### config.mk
export PLATFORM = sky130hd
export DESIGN_NAME = d2p_div_cell
export DESIGN_NICKNAME = d
export VERILOG_FILES = /design/src/rtl/d2p_pkg.sv /design/src/rtl/d2p_div_cell.sv
export SDC_FILE = /design/constraint.sdc
export NUM_CORES = 1
export LEC_CHECK = 0
export BUFFER_PORTS_ARGS = -buffer_cell sky130_fd_sc_hd__buf_2
export CAP_MARGIN = 20
export CORE_AREA = 2 2 167 169
export CTS_CLUSTER_SIZE = 30
export DETAILED_ROUTE_END_ITERATION = 7
export DIE_AREA = 0 0 169 171
export PLACE_DENSITY = 0.5
export SETUP_SLACK_MARGIN = 0.4
export SYNTH_ARGS = -nofsm -noshare
export SYNTH_HDL_FRONTEND = slang
export SYNTH_SLANG_ARGS = --single-unit
### constraint.sdc
create_clock -name i_clk -period 3.34 [get_ports i_clk]
set_input_delay 0.835 -clock i_clk [delete_from_list [all_inputs] [get_ports i_clk]]
set_output_delay 0.835 -clock i_clk [all_outputs]
set_load 0.02 [all_outputs]
### src/rtl/d2p_pkg.sv
package d2p_pkg;

    // register indexes of the configuration port
    typedef enum logic [2:0] {
        CFG_BASELINE = 3'd0,
        CFG_FOCAL    = 3'd1,
        CFG_CENTER_X = 3'd2,
        CFG_CENTER_Y = 3'd3,
        CFG_SCALE    = 3'd4,
        CFG_LIMIT    = 3'd5
    } t_cfg_idx;

    localparam int CFG_IDX_W  = 3;
    localparam int CFG_DATA_W = 16;

    // divider cell widths and cell counts
    localparam int NUM_W   = 48;
    localparam int DEN_W   = 16;
    localparam int DEPTH_N = 32;   // cells for the depth quotient
    localparam int ZQ_N    = 32;   // cells for the z quotient
    localparam int LAT_N   = 48;   // cells for the lateral quotients

    typedef struct packed {
        logic [11:0]        column;
        logic [11:0]        row;
        logic signed [15:0] disparity;
        logic [7:0]         blue_in;
        logic [7:0]         green_in;
        logic [7:0]         red_in;
    } t_pixel;

    typedef struct packed {
        logic signed [31:0] point_x;
        logic signed [31:0] point_y;
        logic [30:0]        point_z;
        logic [7:0]         blue_out;
        logic [7:0]         green_out;
        logic [7:0]         red_out;
    } t_point;

    // data that rides along with an item through the divider cells
    typedef struct packed {
        logic [11:0] column;
        logic [11:0] row;
        logic [7:0]  blue;
        logic [7:0]  green;
        logic [7:0]  red;
        logic [31:0] aux;
        logic        neg_x;
        logic        neg_y;
    } t_side;

    typedef struct packed {
        logic [NUM_W-1:0] num;
        logic [DEN_W-1:0] rem;
        logic [NUM_W-1:0] quo;
        logic [DEN_W-1:0] den;
        t_side            side;
    } t_div;

endpackage

### src/rtl/d2p_div_cell.sv
module d2p_div_cell
    import d2p_pkg::*;
(
    input  logic i_clk,
    input  logic i_rst_n,
    input  logic i_v,
    input  t_div i_d,
    output logic o_v,
    output t_div o_d
);

    logic [DEN_W:0] trial;
    logic [DEN_W:0] diff;
    logic           take;
    t_div           n_d;
    logic           r_v;
    t_div           r_d;

    // one restoring step: bring down the next numerator bit
    always_comb begin
        trial = {i_d.rem, i_d.num[NUM_W-1]};
        diff  = trial - {1'b0, i_d.den};
        take  = (trial >= {1'b0, i_d.den});
        n_d      = i_d;
        n_d.num  = {i_d.num[NUM_W-2:0], 1'b0};
        n_d.rem  = take ? diff[DEN_W-1:0] : trial[DEN_W-1:0];
        n_d.quo  = {i_d.quo[NUM_W-2:0], take};
    end

    always_ff @(posedge i_clk) begin
        if (!i_rst_n) begin
            r_v <= 1'b0;
        end else begin
            r_v <= i_v;
        end
    end

    always_ff @(posedge i_clk) begin
        r_d <= n_d;
    end

    assign o_v = r_v;
    assign o_d = r_d;

`ifndef SYNTHESIS
    // the partial remainder stays below the divisor
    a_rem_below_den: assert property (@(posedge i_clk) disable iff (!i_rst_n)
        r_v |-> ({1'b0, r_d.rem} < {1'b0, r_d.den}))
        else $error("remainder not below divisor");
    // a live item never carries a zero divisor
    a_den_nonzero: assert property (@(posedge i_clk) disable iff (!i_rst_n)
        r_v |-> (r_d.den != '0))
        else $error("zero divisor in live item");
    // quotient bit is set whenever the trial covered the divisor
    a_step: assert property (@(posedge i_clk) disable iff (!i_rst_n)
        i_v && ({i_d.rem, i_d.num[NUM_W-1]} >= {1'b0, i_d.den}) |=> r_d.quo[0])
        else $error("quotient bit lost");
`endif

endmodule

==> flow_metrics.py <==
metrics = {
    "die": {
        "die_x_um": 169,
        "num_rows": 61,
        "io_pins": 424,
        "design.core.area_um2": 27300,
        "die_h_um": 171,
        "start_util_pct": 19.8,
        "die_area_um2": 28900,
    },
    "job": {
        "drv_cap": 0,
    },
    "critical_path": {
        "cpPeakStageDelay_ps": 480,
        "path_max_fanout": 9,
        "critPathArrivalTime_ps": 2960,
        "cp-end-kind": "register",
        "path_delay_family": "compound AO/OA/AOI/OAI gates",
        "start_kind": "input port",
        "crit_buf_inv": 3,
        "critPathSlowestCell": "o41a_1",
        "worst-setup-path-type": "in -> reg",
        "required_ps": 3770,
        "path_cells": "buf_2 -> inv_1 -> ha_1 -> nand4_1 -> o41a_1 -> and2_4 -> a21oi_4 -> buf_4 -> mux2_2",
    },
    "routing": {
        "drt-initial-drc-count": 118,
        "drt-total-wl_mm": 18.4,
        "drc": 0,
        "vias": 4329,
        "detail-route-antenna-nets": 0,
        "wl_per_cell_um": 15.6,
        "drt_first_pass_iters": 4,
        "avgViaCountPerCell": 3.66,
    },
    "power": {
        "ir_drop_mv": 0.384,
        "pwr-share-clk_pct": 45.0,
        "p_leak_nw": 4.47,
        "pwr-share-comb_pct": 12.6,
        "total_switching_power_w": 0.00161,
        "swShare_pct": 25.3,
        "pwr-share-seq_pct": 42.5,
        "powerDensity_nw_per_um2": 721,
        "p_int_w": 0.00476,
    },
    "finish": {
        "final_common_cell": "buf_2",
        "mostFrequentLayoutCells": "buf_2 (421), dfxtp_1 (210), clkbuf_16 (25)",
        "syn_to_final_growth_pct": 63.4,
        "drive_gt1_share_pct": 58.8,
        "nNetsFinal": 1046,
        "utilization_pct": 32.3,
        "stdcell_area_um2": 8840,
    },
    "cts": {
        "cts_tree": "done",
        "path_clk_slew_ps": 70,
        "cts_setup_buffers": 0,
        "clock-sinks": 210,
        "cts_buffers": 25,
        "cts_max_level": 1,
        "clk_path_buf_depth": 3,
        "cts-hold-fix-buffers": 0,
        "ctsResizeCount": 0,
        "cts_root_buf": "clkbuf_16",
    },
    "sta": {
        "fmax_mhz": 396,
        "finalMaxSlewViolations": 0,
        "setup_violations": 0,
        "totalNegativeSetupSlack_ps": 0,
        "layout_setup_ws_ps": 814,
        "final.period_utilization_pct": 75.6,
        "min_period_ps": 2530,
        "hold_viol_final": 0,
        "rsz0062_at_grt": "no",
    },
    "global_route": {
        "gr-usage-all-layers_pct": 11.6,
        "grt_overflow_total": 0,
        "grt_pass1_vias": 4167,
        "grt_pass1_wl_mm": 25.0,
        "grt_max_degree": 14,
        "antenna_found_initial": 1,
    },
    "synth": {
        "syn_nets": 598,
        "synth_edf_count": 0,
        "synth_area_um2": 5410,
        "syn_avg_cell_area_um2": 14.7,
        "yosys_warnings": 0,
        "synthArstFlopShare_pct": 0,
        "synth_top_area_share_pct": 77.7,
        "yosysUniqueCellTypes": 47,
        "synth_seq_cells": 210,
        "yosys-top-cells-area": "dfxtp_1 (78%), ha_1 (3.7%), mux2_2 (1.7%), mux2_4 (1.7%), inv_1 (1.3%)",
        "ys.flop_type": "dfxtp_1",
        "seq_area_frac_synth_pct": 77.7,
        "synthCells": 368,
        "yosys.area.top_type": "dfxtp_1",
    },
    "outcome": {
        "status": "completed",
    },
    "placed_design": {
        "gp_congestion": 0.779,
        "hpwl_mm": 14.8,
        "io_buffer_count": 421,
        "postPlaceCellArea_um2": 7950,
        "dp_slack_ps": 255,
    },
    "hold_path": {
        "hold_path.class": "in -> reg",
    },
}
[layer usage]
layer	track usage (%)	routed length (µm)	part of all wire [%]	vias to the layer above
met4	3.72	486	2.6	0
li1	-	-	-	2138
met2	20.8	9300	50	201
met5	0	0	0	-
met1	12.6	6970	38	1960
met3	4.37	1700	9.2	30
[worst paths after layout]
check	from	endpoint	slack [ps]	cells after the start
min	i_d[51]	o_d[51]$_DFF_P_	390	1
max	i_d[92]	o_d[161]$_DFF_P_	810	9
[registers in the layout, summed over array words and instances, names as in the netlist]
register,count
o_d,209
o_v,1
[cells in the mapped netlist (all sizes together), types with 2 or more instances]
| cell | number |
|---|---|
| dfxtp | 210 |
| inv | 19 |
| ha | 16 |
| mux2 | 14 |
| nor2 | 13 |
| a21oi | 8 |
| nand2 | 8 |
| nand3 | 7 |
| xnor2 | 7 |
| buf | 6 |
| a21o | 5 |
| mux2i | 4 |
| o21a | 4 |
| o21ai | 4 |
| nor2b | 3 |
| o21bai | 3 |
| a211oi | 2 |
| a311oi | 2 |
| a31o | 2 |
| a31oi | 2 |
| and2 | 2 |
| and4 | 2 |
| nand4 | 2 |
| nor3 | 2 |
| nor3b | 2 |
| o31a | 2 |
| o41a | 2 |
| or3 | 2 |
[power groups by stage]
| stage | Clock (W) | Sequential [W] | Combinational, W |
|---|---|---|---|
| after global placement | 0 | 0.00276 | 0.000811 |
| after CTS | 0.00298 | 0.00271 | 0.000817 |
| after detailed placement | 0 | 0.00276 | 0.000814 |
| after floorplan | 0 | 0.00299 | 0.000221 |
| final | 0.00287 | 0.00271 | 0.000800 |
| after global routing | 0.00309 | 0.00272 | 0.000865 |
[per-stage QoR]
step / std cells / total power [W] / hold slack (ps)
floorplan: 368 / 0.00321 / 863
global placement: 1135 / 0.00357 / 937
detailed placement: 1135 / 0.00358 / 939
finish: 1182 / 0.00637 / 392
global route: 1182 / 0.00667 / 361
CTS: 1181 / 0.00651 / 361
[logic make-up (layout without fill, tap and decap cells)]
kind of cell | Yosys count | count (layout) | synth area share (%)
simple gates | 45 | 45 | 4.26
mux | 18 | 18 | 4.07
flops | 210 | 210 | 77.7
fa+ha+maj | 17 | 17 | 4.07
compound gates | 44 | 44 | 6.32
other cells | 1 | 2 | 0.0693
xor+xnor | 8 | 8 | 1.30
buf+inv | 25 | 492 | 2.20
[layout make-up]
type / instances / area (µm²)
Tap cell: 346 / 433
Inverter: 19 / 71.3
Multi-Input combinational cell: 133 / 1090
Clock inverter: 12 / 169
Clock buffer: 34 / 719
Sequential cell: 210 / 4200
Fill cell: 2833 / 18500
Timing Repair Buffer: 427 / 2150
Antenna cell: 1 / 2.50
Power figures use the tool's default switching activity.
